**src/rtl/core/crcfr_pkg.sv**
```systemverilog
// Shared types, codes and the CRC16-CCITT byte step for the framed receiver.
// Used by crcfr_ctrl, crcfr_dp and crc_checked_frame_receiver_core.
package crcfr_pkg;

  localparam int unsigned MAX_PAYLOAD_DEF = 64;
  localparam int unsigned RESULT_CAP      = 64;
  localparam logic [15:0] CRC_POLY        = 16'h1021;

  localparam logic [7:0]  SYNC0_RST       = 8'hAA;
  localparam logic [7:0]  SYNC1_RST       = 8'h55;
  localparam logic [15:0] CRC_START_RST   = 16'hFFFF;
  localparam logic [6:0]  LIMIT_RST       = 7'd64;

  // Configuration register indexes.
  typedef enum logic [1:0] {
    REG_SYNC0     = 2'd0,
    REG_SYNC1     = 2'd1,
    REG_CRC_START = 2'd2,
    REG_LIMIT     = 2'd3
  } reg_idx_t;

  typedef enum logic [1:0] {
    OC_ACCEPT   = 2'd0,
    OC_CRC_BAD  = 2'd1,
    OC_DUP_SEQ  = 2'd2,
    OC_TOO_LONG = 2'd3
  } outcome_t;

  typedef enum logic [2:0] {
    PH_SYNC0,
    PH_SYNC1,
    PH_HDR,
    PH_PAY,
    PH_CRC
  } phase_t;

  typedef enum logic [1:0] {
    CS_PARSE,
    CS_READ,
    CS_EMIT
  } ctl_state_t;

  typedef enum logic [2:0] {
    EMIT_NONE,
    EMIT_TOO_LONG,
    EMIT_CRC_BAD,
    EMIT_DUP,
    EMIT_EMPTY,
    EMIT_DATA
  } emit_t;

  typedef struct packed {
    logic  crc_init;
    logic  crc_update;
    logic  hold_type;
    logic  hold_seq;
    logic  hold_len;
    logic  hold_crc_low;
    logic  fc_clear;
    logic  fc_inc;
    logic  store_byte;
    logic  seq_commit;
    logic  rd_clear;
    logic  rd_inc;
    emit_t emit;
  } cmd_t;

  typedef struct packed {
    logic is_sync0;
    logic is_sync1;
    logic fc_zero;
    logic fc_one;
    logic rx_too_long;
    logic rx_zero;
    logic len_zero;
    logic pay_done;
    logic crc_ok;
    logic seq_dup;
    logic rd_last;
    logic out_free;
  } status_t;

  // One byte of CRC16-CCITT, MSB first, no reflection.
  function automatic logic [15:0] crc16_step(input logic [15:0] crc, input logic [7:0] b);
    logic [15:0] c;
    c = crc ^ {b, 8'h00};
    for (int i = 0; i < 8; i++) begin
      if (c[15]) c = {c[14:0], 1'b0} ^ CRC_POLY;
      else       c = {c[14:0], 1'b0};
    end
    return c;
  endfunction

endpackage

```
**src/rtl/core/crcfr_ctrl.sv**
```systemverilog
// Controller for the framed receiver: parser phase and emit sequencer.
// Depends on crcfr_pkg; drives crcfr_dp through cmd_t and reads status_t.
module crcfr_ctrl (
  input  logic              clk,
  input  logic              rst_n,
  input  logic              in_valid,
  input  logic              in_abort,
  output logic              in_ready,
  input  crcfr_pkg::status_t sts,
  output crcfr_pkg::cmd_t    cmd
);
  import crcfr_pkg::*;

  phase_t     phase_r, phase_nxt;
  ctl_state_t cs_r, cs_nxt;
  logic       fire;

  assign in_ready = (cs_r == CS_PARSE) && sts.out_free;
  assign fire     = in_valid && in_ready;

  always_ff @(posedge clk) begin
    if (!rst_n) begin
      phase_r <= PH_SYNC0;
      cs_r    <= CS_PARSE;
    end else begin
      phase_r <= phase_nxt;
      cs_r    <= cs_nxt;
    end
  end

  // Next state.
  always_comb begin
    phase_nxt = phase_r;
    cs_nxt    = cs_r;
    unique case (cs_r)
      CS_PARSE: begin
        if (fire && in_abort) begin
          phase_nxt = PH_SYNC0;
        end else if (fire) begin
          unique case (phase_r)
            PH_SYNC0: if (sts.is_sync0) phase_nxt = PH_SYNC1;
            PH_SYNC1: begin
              // Second sync is checked before a repeated first sync.
              if (sts.is_sync1)      phase_nxt = PH_HDR;
              else if (!sts.is_sync0) phase_nxt = PH_SYNC0;
            end
            PH_HDR: begin
              if (!sts.fc_zero && !sts.fc_one) begin
                if (sts.rx_too_long) phase_nxt = PH_SYNC0;
                else if (sts.rx_zero) phase_nxt = PH_CRC;
                else                  phase_nxt = PH_PAY;
              end
            end
            PH_PAY: if (sts.pay_done) phase_nxt = PH_CRC;
            PH_CRC: begin
              if (!sts.fc_zero) begin
                phase_nxt = PH_SYNC0;
                if (sts.crc_ok && !sts.seq_dup && !sts.len_zero) cs_nxt = CS_READ;
              end
            end
            default: phase_nxt = PH_SYNC0;
          endcase
        end
      end
      CS_READ: cs_nxt = CS_EMIT;
      CS_EMIT: begin
        if (sts.out_free) cs_nxt = sts.rd_last ? CS_PARSE : CS_READ;
      end
      default: cs_nxt = CS_PARSE;
    endcase
  end

  // Datapath commands.
  always_comb begin
    cmd      = '0;
    cmd.emit = EMIT_NONE;
    unique case (cs_r)
      CS_PARSE: begin
        if (fire && !in_abort) begin
          unique case (phase_r)
            PH_SYNC0: ;
            PH_SYNC1: begin
              if (sts.is_sync1) begin
                cmd.crc_init = 1'b1;
                cmd.fc_clear = 1'b1;
              end
            end
            PH_HDR: begin
              cmd.crc_update = 1'b1;
              if (sts.fc_zero) begin
                cmd.hold_type = 1'b1;
                cmd.fc_inc    = 1'b1;
              end else if (sts.fc_one) begin
                cmd.hold_seq = 1'b1;
                cmd.fc_inc   = 1'b1;
              end else begin
                cmd.fc_clear = 1'b1;
                if (sts.rx_too_long) cmd.emit = EMIT_TOO_LONG;
                else                 cmd.hold_len = 1'b1;
              end
            end
            PH_PAY: begin
              cmd.crc_update = 1'b1;
              cmd.store_byte = 1'b1;
              if (sts.pay_done) cmd.fc_clear = 1'b1;
              else              cmd.fc_inc   = 1'b1;
            end
            PH_CRC: begin
              if (sts.fc_zero) begin
                cmd.hold_crc_low = 1'b1;
                cmd.fc_inc       = 1'b1;
              end else begin
                cmd.fc_clear = 1'b1;
                if (!sts.crc_ok) begin
                  cmd.emit = EMIT_CRC_BAD;
                end else if (sts.seq_dup) begin
                  cmd.emit = EMIT_DUP;
                end else begin
                  cmd.seq_commit = 1'b1;
                  if (sts.len_zero) cmd.emit     = EMIT_EMPTY;
                  else              cmd.rd_clear = 1'b1;
                end
              end
            end
            default: ;
          endcase
        end
      end
      CS_READ: ;
      CS_EMIT: begin
        if (sts.out_free) begin
          cmd.emit = EMIT_DATA;
          if (!sts.rd_last) cmd.rd_inc = 1'b1;
        end
      end
      default: ;
    endcase
  end

endmodule

```
**src/rtl/core/crcfr_dp.sv**
```systemverilog
// Datapath for the framed receiver: config registers, CRC, header fields,
// payload memory and the output register. Depends on crcfr_pkg.
module crcfr_dp #(
  parameter int unsigned MAX_PAYLOAD = crcfr_pkg::MAX_PAYLOAD_DEF
) (
  input  logic               clk,
  input  logic               rst_n,
  input  logic               cfg_we,
  input  logic [1:0]         cfg_index,
  input  logic [15:0]        cfg_wdata,
  input  logic [7:0]         rx_byte,
  input  crcfr_pkg::cmd_t    cmd,
  output crcfr_pkg::status_t sts,
  input  logic               out_ready,
  output logic               out_valid,
  output logic [1:0]         out_outcome,
  output logic [7:0]         out_frame_type,
  output logic [7:0]         out_seq_number,
  output logic [6:0]         out_payload_length,
  output logic [5:0]         out_byte_index,
  output logic [7:0]         out_payload_byte,
  output logic               out_has_data,
  output logic               out_seq_gap,
  output logic               out_last
);
  import crcfr_pkg::*;

  localparam int unsigned DEPTH = (MAX_PAYLOAD < RESULT_CAP) ? MAX_PAYLOAD : RESULT_CAP;
  localparam int unsigned AW    = (DEPTH > 1) ? $clog2(DEPTH) : 1;
  localparam logic [6:0]  LEN_CAP = 7'(DEPTH);

  logic [7:0]  sync0_r, sync1_r;
  logic [15:0] crc_start_r;
  logic [6:0]  limit_r;

  logic [15:0] crc_r;
  logic [6:0]  fc_r;
  logic [7:0]  type_r, seq_r, crc_low_r, prev_seq_r;
  logic [6:0]  len_r;
  logic        prev_known_r, gap_r;
  logic [5:0]  rd_r;
  logic [7:0]  mem_q_r;
  logic [7:0]  mem [DEPTH];

  logic        out_valid_r, has_data_r, gap_out_r, last_r;
  logic [1:0]  outcome_r;
  logic [7:0]  frame_type_r, seq_out_r, pay_byte_r;
  logic [6:0]  len_out_r;
  logic [5:0]  idx_r;

  logic [6:0]  eff_limit;
  logic [7:0]  seq_delta;
  logic        gap_now;
  logic [7:0]  fc_plus1;
  logic [6:0]  rd_plus1;
  logic        out_free;

  assign eff_limit = (limit_r < LEN_CAP) ? limit_r : LEN_CAP;
  assign seq_delta = seq_r - prev_seq_r;
  assign gap_now   = prev_known_r && (seq_delta > 8'd1);
  assign fc_plus1  = {1'b0, fc_r} + 8'd1;
  assign rd_plus1  = {1'b0, rd_r} + 7'd1;
  assign out_free  = !out_valid_r || out_ready;

  always_comb begin
    sts.is_sync0    = (rx_byte == sync0_r);
    sts.is_sync1    = (rx_byte == sync1_r);
    sts.fc_zero     = (fc_r == 7'd0);
    sts.fc_one      = (fc_r == 7'd1);
    sts.rx_too_long = (rx_byte > {1'b0, eff_limit});
    sts.rx_zero     = (rx_byte == 8'd0);
    sts.len_zero    = (len_r == 7'd0);
    sts.pay_done    = (fc_plus1 >= {1'b0, len_r});
    sts.crc_ok      = ({rx_byte, crc_low_r} == crc_r);
    sts.seq_dup     = prev_known_r && (seq_delta == 8'd0);
    sts.rd_last     = (rd_plus1 == len_r);
    sts.out_free    = out_free;
  end

  // Configuration registers.
  always_ff @(posedge clk) begin
    if (!rst_n) begin
      sync0_r     <= SYNC0_RST;
      sync1_r     <= SYNC1_RST;
      crc_start_r <= CRC_START_RST;
      limit_r     <= LIMIT_RST;
    end else if (cfg_we) begin
      unique case (reg_idx_t'(cfg_index))
        REG_SYNC0:     sync0_r     <= cfg_wdata[7:0];
        REG_SYNC1:     sync1_r     <= cfg_wdata[7:0];
        REG_CRC_START: crc_start_r <= cfg_wdata;
        REG_LIMIT:     limit_r     <= cfg_wdata[6:0];
        default: ;
      endcase
    end
  end

  // Control counters and sequence history.
  always_ff @(posedge clk) begin
    if (!rst_n) begin
      fc_r         <= '0;
      rd_r         <= '0;
      prev_known_r <= 1'b0;
      prev_seq_r   <= '0;
      gap_r        <= 1'b0;
      out_valid_r  <= 1'b0;
    end else begin
      if (cmd.fc_clear)    fc_r <= '0;
      else if (cmd.fc_inc) fc_r <= fc_plus1[6:0];
      if (cmd.rd_clear)    rd_r <= '0;
      else if (cmd.rd_inc) rd_r <= rd_plus1[5:0];
      if (cmd.seq_commit) begin
        prev_known_r <= 1'b1;
        prev_seq_r   <= seq_r;
        gap_r        <= gap_now;
      end
      if (cmd.emit != EMIT_NONE) out_valid_r <= 1'b1;
      else if (out_ready)        out_valid_r <= 1'b0;
    end
  end

  // Header fields, CRC and payload memory.
  always_ff @(posedge clk) begin
    if (cmd.crc_init)          crc_r <= crc_start_r;
    else if (cmd.crc_update)   crc_r <= crc16_step(crc_r, rx_byte);
    if (cmd.hold_type)         type_r    <= rx_byte;
    if (cmd.hold_seq)          seq_r     <= rx_byte;
    if (cmd.hold_len)          len_r     <= rx_byte[6:0];
    if (cmd.hold_crc_low)      crc_low_r <= rx_byte;
    if (cmd.store_byte)        mem[fc_r[AW-1:0]] <= rx_byte;
    mem_q_r <= mem[rd_r[AW-1:0]];
  end

  // Output register.
  always_ff @(posedge clk) begin
    if (cmd.emit != EMIT_NONE) begin
      frame_type_r <= type_r;
      seq_out_r    <= seq_r;
      len_out_r    <= len_r;
      idx_r        <= '0;
      pay_byte_r   <= '0;
      has_data_r   <= 1'b0;
      gap_out_r    <= 1'b0;
      last_r       <= 1'b1;
      unique case (cmd.emit)
        EMIT_TOO_LONG: begin
          outcome_r <= OC_TOO_LONG;
          len_out_r <= rx_byte[7] ? 7'h7F : rx_byte[6:0];
        end
        EMIT_CRC_BAD: outcome_r <= OC_CRC_BAD;
        EMIT_DUP:     outcome_r <= OC_DUP_SEQ;
        EMIT_EMPTY: begin
          outcome_r <= OC_ACCEPT;
          gap_out_r <= gap_now;
        end
        EMIT_DATA: begin
          outcome_r  <= OC_ACCEPT;
          idx_r      <= rd_r;
          pay_byte_r <= mem_q_r;
          has_data_r <= 1'b1;
          gap_out_r  <= gap_r;
          last_r     <= sts.rd_last;
        end
        default: outcome_r <= OC_ACCEPT;
      endcase
    end
  end

  assign out_valid          = out_valid_r;
  assign out_outcome        = outcome_r;
  assign out_frame_type     = frame_type_r;
  assign out_seq_number     = seq_out_r;
  assign out_payload_length = len_out_r;
  assign out_byte_index     = idx_r;
  assign out_payload_byte   = pay_byte_r;
  assign out_has_data       = has_data_r;
  assign out_seq_gap        = gap_out_r;
  assign out_last           = last_r;

endmodule

```
**src/rtl/core/crc_checked_frame_receiver_core.sv**
```systemverilog
// A status or empty-frame item appears in the output register in the cycle after the input
// item that completes the frame. A good frame's payload follows byte by byte, paced by the
// payload memory's registered read and then the output register. Throughput: one input item
// per cycle while parsing and the output register is free; input is held off while a payload
// of N bytes is emitted. Reset (rst_n, synchronous, active low) restores the register
// defaults, returns to sync hunt and clears sequence history; no memory clearing.
module crc_checked_frame_receiver_core #(
  parameter int unsigned MAX_PAYLOAD = crcfr_pkg::MAX_PAYLOAD_DEF
) (
  input  logic        clk,
  input  logic        rst_n,
  input  logic        cfg_we,
  input  logic [1:0]  cfg_index,
  input  logic [15:0] cfg_wdata,
  input  logic        in_tvalid,
  output logic        in_tready,
  input  logic [7:0]  in_tdata,   // [7:0] rx_byte
  input  logic        in_tuser,   // [0] stall_abort
  output logic        out_tvalid,
  input  logic        out_tready,
  output logic [39:0] out_tdata,  // [7:0] frame_type, [15:8] seq_number,
                                  // [22:16] payload_length, [28:23] byte_index,
                                  // [36:29] payload_byte, [37] seq_gap, [39:38] zero
  output logic [2:0]  out_tuser,  // [1:0] outcome, [2] has_data
  output logic        out_tlast
);
  import crcfr_pkg::*;

  cmd_t       cmd;
  status_t    sts;
  logic [1:0] outcome;
  logic [7:0] frame_type, seq_number, payload_byte;
  logic [6:0] payload_length;
  logic [5:0] byte_index;
  logic       has_data, seq_gap;

  crcfr_ctrl u_ctrl (
    .clk      (clk),
    .rst_n    (rst_n),
    .in_valid (in_tvalid),
    .in_abort (in_tuser),
    .in_ready (in_tready),
    .sts      (sts),
    .cmd      (cmd)
  );

  crcfr_dp #(
    .MAX_PAYLOAD (MAX_PAYLOAD)
  ) u_dp (
    .clk                (clk),
    .rst_n              (rst_n),
    .cfg_we             (cfg_we),
    .cfg_index          (cfg_index),
    .cfg_wdata          (cfg_wdata),
    .rx_byte            (in_tdata),
    .cmd                (cmd),
    .sts                (sts),
    .out_ready          (out_tready),
    .out_valid          (out_tvalid),
    .out_outcome        (outcome),
    .out_frame_type     (frame_type),
    .out_seq_number     (seq_number),
    .out_payload_length (payload_length),
    .out_byte_index     (byte_index),
    .out_payload_byte   (payload_byte),
    .out_has_data       (has_data),
    .out_seq_gap        (seq_gap),
    .out_last           (out_tlast)
  );

  assign out_tdata = {2'b00, seq_gap, payload_byte, byte_index, payload_length,
                      seq_number, frame_type};
  assign out_tuser = {has_data, outcome};

`ifndef SYNTHESIS
  // A stalled result must never be overwritten by a new input item.
  a_no_accept_when_blocked: assert property (@(posedge clk) disable iff (!rst_n)
    (out_tvalid && !out_tready) |-> !in_tready)
    else $error("input accepted while output register is blocked");

  // Payload data only ever belongs to accepted frames.
  a_data_only_accepted: assert property (@(posedge clk) disable iff (!rst_n)
    (out_tvalid && out_tuser[2]) |-> (out_tuser[1:0] == OC_ACCEPT))
    else $error("payload item with a failure outcome");

  // Every failure status is a single, final item.
  a_status_is_last: assert property (@(posedge clk) disable iff (!rst_n)
    (out_tvalid && (out_tuser[1:0] != OC_ACCEPT)) |-> (out_tlast && !out_tuser[2]))
    else $error("status item not marked last");
`endif

endmodule
```
**config.mk**
```make
export PLATFORM = sky130hd
export DESIGN_NAME = crc_checked_frame_receiver_core
export DESIGN_NICKNAME = d
export VERILOG_FILES = /design/src/rtl/core/crcfr_pkg.sv /design/src/rtl/core/crcfr_ctrl.sv /design/src/rtl/core/crcfr_dp.sv /design/src/rtl/core/crc_checked_frame_receiver_core.sv
export SDC_FILE = /design/constraint.sdc
export NUM_CORES = 1
export LEC_CHECK = 0
export ABC_AREA = 1
export BUFFER_PORTS_ARGS = -buffer_cell sky130_fd_sc_hd__clkbuf_2
export CAP_MARGIN = 20
export CORE_MARGIN = 1.5
export CORE_UTILIZATION = 56
export DETAILED_ROUTE_END_ITERATION = 10
export GPL_TIMING_DRIVEN = 0
export PLACE_DENSITY_LB_ADDON = 0.05
export RECOVER_POWER = 100
export SYNTH_ARGS = -nofsm -noshare
export SYNTH_HDL_FRONTEND = slang
export SYNTH_SLANG_ARGS = --single-unit
```
**constraint.sdc**
```tcl
create_clock -name clk -period 3.65 [get_ports clk]
set_clock_uncertainty 0.1 [all_clocks]
set_input_delay 1.095 -clock clk [delete_from_list [all_inputs] [get_ports clk]]
set_output_delay 1.095 -clock clk [all_outputs]
set_load 0.02 [all_outputs]
```
; Yosys cells after proc, flatten, opt, wreduce, memory -nomap -nowiden
; Memory sizes are Yosys's and may differ from the RTL's. A register that Yosys moved wholly into a read port is not among the register bits.
; Index checks and enable logic that the tools add are counted.
[totals]
reg_bits = 157
ramBits = 512
input_bits = 32
out_inout_bits = 46
wordCells = 202
mem_count = 1
[mem_list]
columns = memory, words, width, read_ports, rd_ports_with_merged_regs, wr, line
row1 = u_dp.mem, 64, 8, 1, 1, 1, crcfr_dp.sv:43  ; logic [7:0] mem [DEPTH];
[classes]
add_sub_neg = 3
n_lt_le_gt_ge = 4
eq_ne = 30
mux = 92
n_bitwise = 10
reduce_logical = 36
[ops]
columns = cell, n
row1 = 2-to-1 mux 16 bit, 16
row2 = 2-to-1 mux 13 bit, 8
row3 = 2-to-1 mux 3 bit, 18
row4 = 2-to-1 mux 1 bit, 25
row5 = inverter 3 bit, 8
row6 = 2-to-1 mux 11 bit, 2
row7 = 2-to-1 mux 2 bit, 11
row8 = 2-to-1 mux 7 bit, 3
row9 = equality test 16 bit, 1
row10 = equality test 8 bit, 2
row11 = zero test 8 bit, 2
row12 = bitwise XOR 16 bit, 1
row13 = one-hot mux 3 bit (5 select lines), 1
row14 = zero test 7 bit, 2
row15 = equality test 3 x 2 -> 1 bit (second input constant), 4
row16 = one-hot mux 2 bit (3 select lines), 2
row17 = one-hot mux 3 bit (2 select lines), 2
row18 = equality test 3 bit (second input constant), 3
row19 = logical AND 1 bit, 9
row20 = adder 7 x 1 -> 8 bit (second input constant), 1
row21 = greater-or-equal comparator 8 x 7 -> 1 bit, 1
row22 = greater-than comparator 8 x 1 -> 1 bit (second input constant), 1
row23 = greater-than comparator 8 x 7 -> 1 bit, 1
row24 = != test 2 bit (second input constant), 4
row25 = 28 further kinds, 47

; Logic depth before layout (Yosys ltp)
[logic_depth]
word_depth = 39
ltp_mapped = 18
ltp_nobuf = 18

; Hierarchy
; From an unflattened synthesis, not the netlist that was laid out.
[hier_totals]
cells_unflattened = 2685
area_unflattened_um2 = 28791.4
[by_module_without_submodules]
columns = module, n_inst, cells_each, area_per_inst_um2, seq_area_each_um2
row1 = crcfr_dp, 1, 2565, 28096.9, 19468.7
row2 = crcfr_ctrl, 1, 115, 660.6, 100.1
row3 = crc_checked_frame_receiver_core, 1, 5, 33.8, 0.0

; Worst setup path before layout
; Ideal clock, no wire load.
[synth_timing]
path_type = input-to-reg
startpoint = input port out_tready
endpoint = register u_dp.crc_r[0] (enable)
setup_ps = 414
arrival_time_ps = 3146
required_ps = 3136
path_slack_ps = -10
path_stages = 6
n_path_buf = 0
path_cell_list = nor2_1 > nor3_2 > nand2_1 > clkinv_1 > nand2_2 > o31ai_1
[synth_between]
elab_chain_len = 7
[synth_rtl]
columns = element, line
row1 = start: declaration, crc_checked_frame_receiver_core.sv:20  ; input logic out_tready,
row2 = logical OR 1 bit, crcfr_dp.sv:63  ; assign out_free = !out_valid_r || out_ready;
row3 = logical AND 1 bit, crcfr_ctrl.sv:18  ; assign in_ready = (cs_r == CS_PARSE) && sts.out_free;
row4 = via in_tready, crc_checked_frame_receiver_core.sv:16  ; output logic in_tready,
row5 = logical AND 1 bit, crcfr_ctrl.sv:19  ; assign fire = in_valid && in_ready;
row6 = logical AND 1 bit, crcfr_ctrl.sv:79  ; if (fire && !in_abort) begin
row7 = 2-to-1 mux 11 bit, crcfr_ctrl.sv:79
row8 = 2-to-1 mux 11 bit, crcfr_ctrl.sv:77  ; unique case (cs_r)
row9 = nonzero test 2 bit (no source line), --
row10 = end signal: assignment, crcfr_dp.sv:124  ; if (cmd.crc_init) crc_r <= crc_start_r;
row11 = end signal: assignment, crcfr_dp.sv:125  ; else if (cmd.crc_update) crc_r <= crc16_step(crc_r, rx_byte);
row12 = end: declaration, crcfr_dp.sv:36  ; logic [15:0] crc_r;
; The timed path passes the listed nets, and every way through them passes these cells.
; A chain may end at the register's enable or synchronous reset.

; Final worst setup path
[layout_timing]
startpoint = input port out_tready
endpoint = memory u_dp.mem[4][2] (enable)
[layout_between]
elab_chain_len = 8
[layout_rtl]
columns = element, line
row1 = logical OR 1 bit, crcfr_dp.sv:63
row2 = logical AND 1 bit, crcfr_ctrl.sv:18
row3 = logical AND 1 bit, crcfr_ctrl.sv:19
row4 = logical AND 1 bit, crcfr_ctrl.sv:79
row5 = 2-to-1 mux 11 bit, crcfr_ctrl.sv:79
row6 = 2-to-1 mux 11 bit, crcfr_ctrl.sv:77
row7 = 2-to-1 mux 1 bit, crcfr_dp.sv:130  ; if (cmd.store_byte) mem[fc_r[AW-1:0]] <= rx_byte;
row8 = 2-to-1 mux 1 bit (not written as such), crcfr_dp.sv:130
row9 = end: declaration, crcfr_dp.sv:43
; Every way passes these cells.

==> key figures <==
Detailed routing
  • Routed wire length: 94700 um
  • Pre-antenna DRT Iters: 5
  • Iter 0 DRT Violations: 2509
  • Vias: 20900
  • Vias per cell: 6.22
  • Wire per inst: 28.2 um
  • DRC: 0
  • Antenna Nets Post-Route: 0

Yosys
  • Main area contributors after synthesis: edfxtp_1 64%, nor2_1 6.5%, o21ai_0 6.1%
  • Adder-Cell Fraction of Synth Area: 0.0118
  • Mapped cell area: 28300 sq um
  • Synth Area in XOR/XNOR: 0.0120
  • Leading area contributor after synthesis: edfxtp_1
  • Post-Synthesis Cells: 2467
  • Main combinational cell family by area after synthesis: simple AND/OR/NAND/NOR gates
  • Ys flop type: edfxtp_1
  • Post-synth top cells: 601 x edfxtp_1, 487 x nor2_1, 343 x o21ai_0, 250 x nand2_1, 136 x o22ai_1
  • Yosys warns: 0
  • Fraction of registers with async set or reset after synthesis: 0
  • Simple-gate area share of the yosys netlist: 0.132
  • Top-area cell type share of the netlist area: 0.637
  • Yosys cell types: 54
  • Count leader, synth: edfxtp_1
  • EDFF count, synth: 601
  • Compound-cell area share of the yosys netlist: 0.116
  • FF+latch count, synth: 677
  • Register area share after synthesis: 0.691
  • Syn Area/Cell: 11.5 sq um
  • Mux cell area share after synthesis: 0

Worst setup path
  • Req. time, crit path: 3780 ps
  • R2r worst-path depth: 11
  • CP arrival: 3980 ps
  • CP max FO: 9
  • Worst Setup SP: out_tready
  • RR Startpoint: u_dp.out_valid$_SDFFE_PN0P_
  • R2r setup slk: 20 ps
  • Critical path class: primary input to register
  • CP Launch Type: primary input
  • FF-to-FF End: u_dp.mem[4][2]$_DFFE_PP_
  • Endpoint class of the critical path: register

Timing
  • Setup TNS: -20420 ps
  • Final setup vio count: 264
  • Worst slew pin tran: 2350 ps
  • Final worst path period share: 1.05
  • Final slew viol count: 84
  • Endpoints failing hold: 0
  • Setup ws final: -194 ps
  • Fmax: 0.260 GHz
  • RSZ-0062 raised after global routing: true
  • Slew margin rel.: -0.568
  • Minimum clock period: 3840 ps

Place
  • GP Congestion: 1.02
  • Port Buffers: 75
  • Post-DP HPWL: 65800 um
  • Worst Setup Slack post-DPL: -1130 ps
  • Cells after DPL: 3231

Clock tree
  • CTS tree: yes
  • CTS max path bufs: 3
  • CTS buffer count: 69
  • Clock sink total: 677
  • Htree depth: 3
  • Clk pin slew, worst setup/hold paths: 60 ps
  • Clk Latency, worst-skew pair: 630 ps
  • Clk root buf: clkbuf_16

Layout
  • Share of post-route cells with drive strength above 1: 0.101
  • Layout Cells excl Fill: 3354
  • Nets@finish: 2688
  • Area grow syn2layout: 12.8%
  • Ant diodes: 0
  • Fill count: 4037

Die
  • DIE WIDTH: 228 um
  • Die area: 51900 sq um
  • Starting Density: 0.566
  • CORE AREA: 50100 sq um
  • # rows: 82
  • Die Span Y: 228 um
  • Top-Level Pins: 78

Status
  • Failing checks: capacitance limit, slew limit, setup timing
  • Outcome: finished, violations left

Power and ir drop
  • Leakage: 11.0 nW
  • Pwr dens: 490 nW/um^2
  • Max rail drop VDD: 0.000444 V

Hold path
  • Hold Path End: u_dp.out_frame_type[1]$_DFFE_PP_
  • HP Start: u_dp.type_r[1]$_DFFE_PP_
  • Min-delay worst type: register to register
  • WHS Path Cells: 0

Global routing
  • Initial antenna violation count: 2
  • Largest net degree at the start of global routing: 73
  • Vias in the first global route: 20000
  • Gr ovfl total: 0
  • First-pass GRT wire length: 136000 um
  • Gr usage total: 0.365

Job
  • Max-Cap Viols: 2
[sequential cells by signal (all words and copies together) (netlist names), 2 cells and up]
| signal | count |
|---|---|
| u_ctrl.cs_r | 2 |
| u_ctrl.phase_r | 3 |
| u_dp.crc_low_r | 8 |
| u_dp.crc_r | 16 |
| u_dp.crc_start_r | 16 |
| u_dp.fc_r | 7 |
| u_dp.len_r | 7 |
| u_dp.limit_r | 7 |
| u_dp.mem | 512 |
| u_dp.mem_q_r | 8 |
| u_dp.out_byte_index | 6 |
| u_dp.out_frame_type | 8 |
| u_dp.out_outcome | 2 |
| u_dp.out_payload_byte | 8 |
| u_dp.out_payload_length | 7 |
| u_dp.out_seq_number | 8 |
| u_dp.prev_seq_r | 8 |
| u_dp.rd_r | 6 |
| u_dp.seq_r | 8 |
| u_dp.sync0_r | 8 |
| u_dp.sync1_r | 8 |
| u_dp.type_r | 8 |
[worst max-delay path: stages]
cell and delay (ps):
clkbuf_2 80, nor2_1 80, nor3_2 230, nand2_1 180
clkinv_1 80, nand2_2 160, nor2_2 230, inv_2 70
nor2_1 210, nand3_1 580, nor2_1 970
[placed cells by master (no fill, tap or decap), types with 29 or more instances in the layout]
master     Yosys  layout
edfxtp_1     601     601
nor2_1       487     448
o21ai_0      343     343
nand2_1      250     256
clkbuf_1      84     158
o22ai_1      136     136
inv_1        106     109
dfxtp_1       76      76
clkbuf_16      0      71
nand3_1       60      60
nor2_2         8      43
a21oi_1       28      31
buf_2         35      29
[where the power goes]
| group | internal, mW | leakage, nW | switching [mW] |
|---|---|---|---|
| clock | 3.93 | 1.05 | 2.95 |
| sequential | 8.44 | 6.04 | 0.0129 |
| combinational | 0.0789 | 3.96 | 0.247 |
[worst max path at each step]
stage	to	slack (ps)	cells past startpoint
2_1_floorplan	u_dp.out_byte_index[0]$_SDFFCE_PP0P_	150	8
3_3_place_gp	u_dp.out_frame_type[4]$_DFFE_PP_	-2050	11
3_5_place_dp	u_dp.out_last$_SDFFCE_PP1P_	-1130	15
4_1_cts	u_dp.mem[12][7]$_DFFE_PP_	-100	11
5_1_grt	u_dp.mem[28][0]$_DFFE_PP_	-240	11
6_report	u_dp.mem[4][2]$_DFFE_PP_	-190	11
[per-layer routing]
| metal | global-route usage | vias up | part of all wire |
|---|---|---|---|
| met5 | 0 | - | 0 |
| met4 | 0.182 | 0 | 0.058 |
| met3 | 0.0744 | 279 | 0.099 |
| met2 | 0.574 | 1220 | 0.46 |
| met1 | 0.486 | 10200 | 0.39 |
| li1 | - | 9156 | - |
[metrics by stage]
step / instance area, sq um / hold slack [ps] / util / total power, mW
after floorplan: 28300 / 300 / - / 8.74
after global placement: 29500 / 304 / 0.590 / 8.92
after detailed placement: 29800 / 305 / 0.596 / 8.94
after CTS: 32100 / 319 / 0.640 / 15.7
after global routing: 32000 / 324 / 0.638 / 16.0
final: 32000 / 315 / 0.638 / 15.7
[layout make-up]
| type | instances | area, sq um | share of cell area |
|---|---|---|---|
| Inverter | 127 | 478 | 0.0150 |
| Timing Repair Buffer | 91 | 547 | 0.0171 |
| Tap cell | 672 | 841 | 0.0263 |
| Multi-Input combinational cell | 1533 | 7780 | 0.244 |
| Clock inverter | 30 | 277 | 0.00865 |
| Clock buffer | 93 | 1890 | 0.0591 |
| Sequential cell | 677 | 19600 | 0.612 |
| Buffer | 131 | 569 | 0.0178 |
[what timing repair did]
item                                    in CTS  in global routing
pin swaps                                    0                  2
endpoints found under the setup margin     187                337
buffers inserted                             0                  0
hold endpoints to repair                     0                  0
gates resized for setup                     22                 33
hold buffers                                 0                  0
[cell families after synthesis]
| kind of cell | Yosys count |
|---|---|
| AOI/OAI and AO/OA | 578 |
| and+or+nand+nor | 889 |
| other | 1 |
| adders and majority gates | 26 |
| xor gates and xnor gates | 38 |
| DFF | 677 |
| buffers and inverters | 258 |
Note: power is estimated with default switching activity, not from simulation.
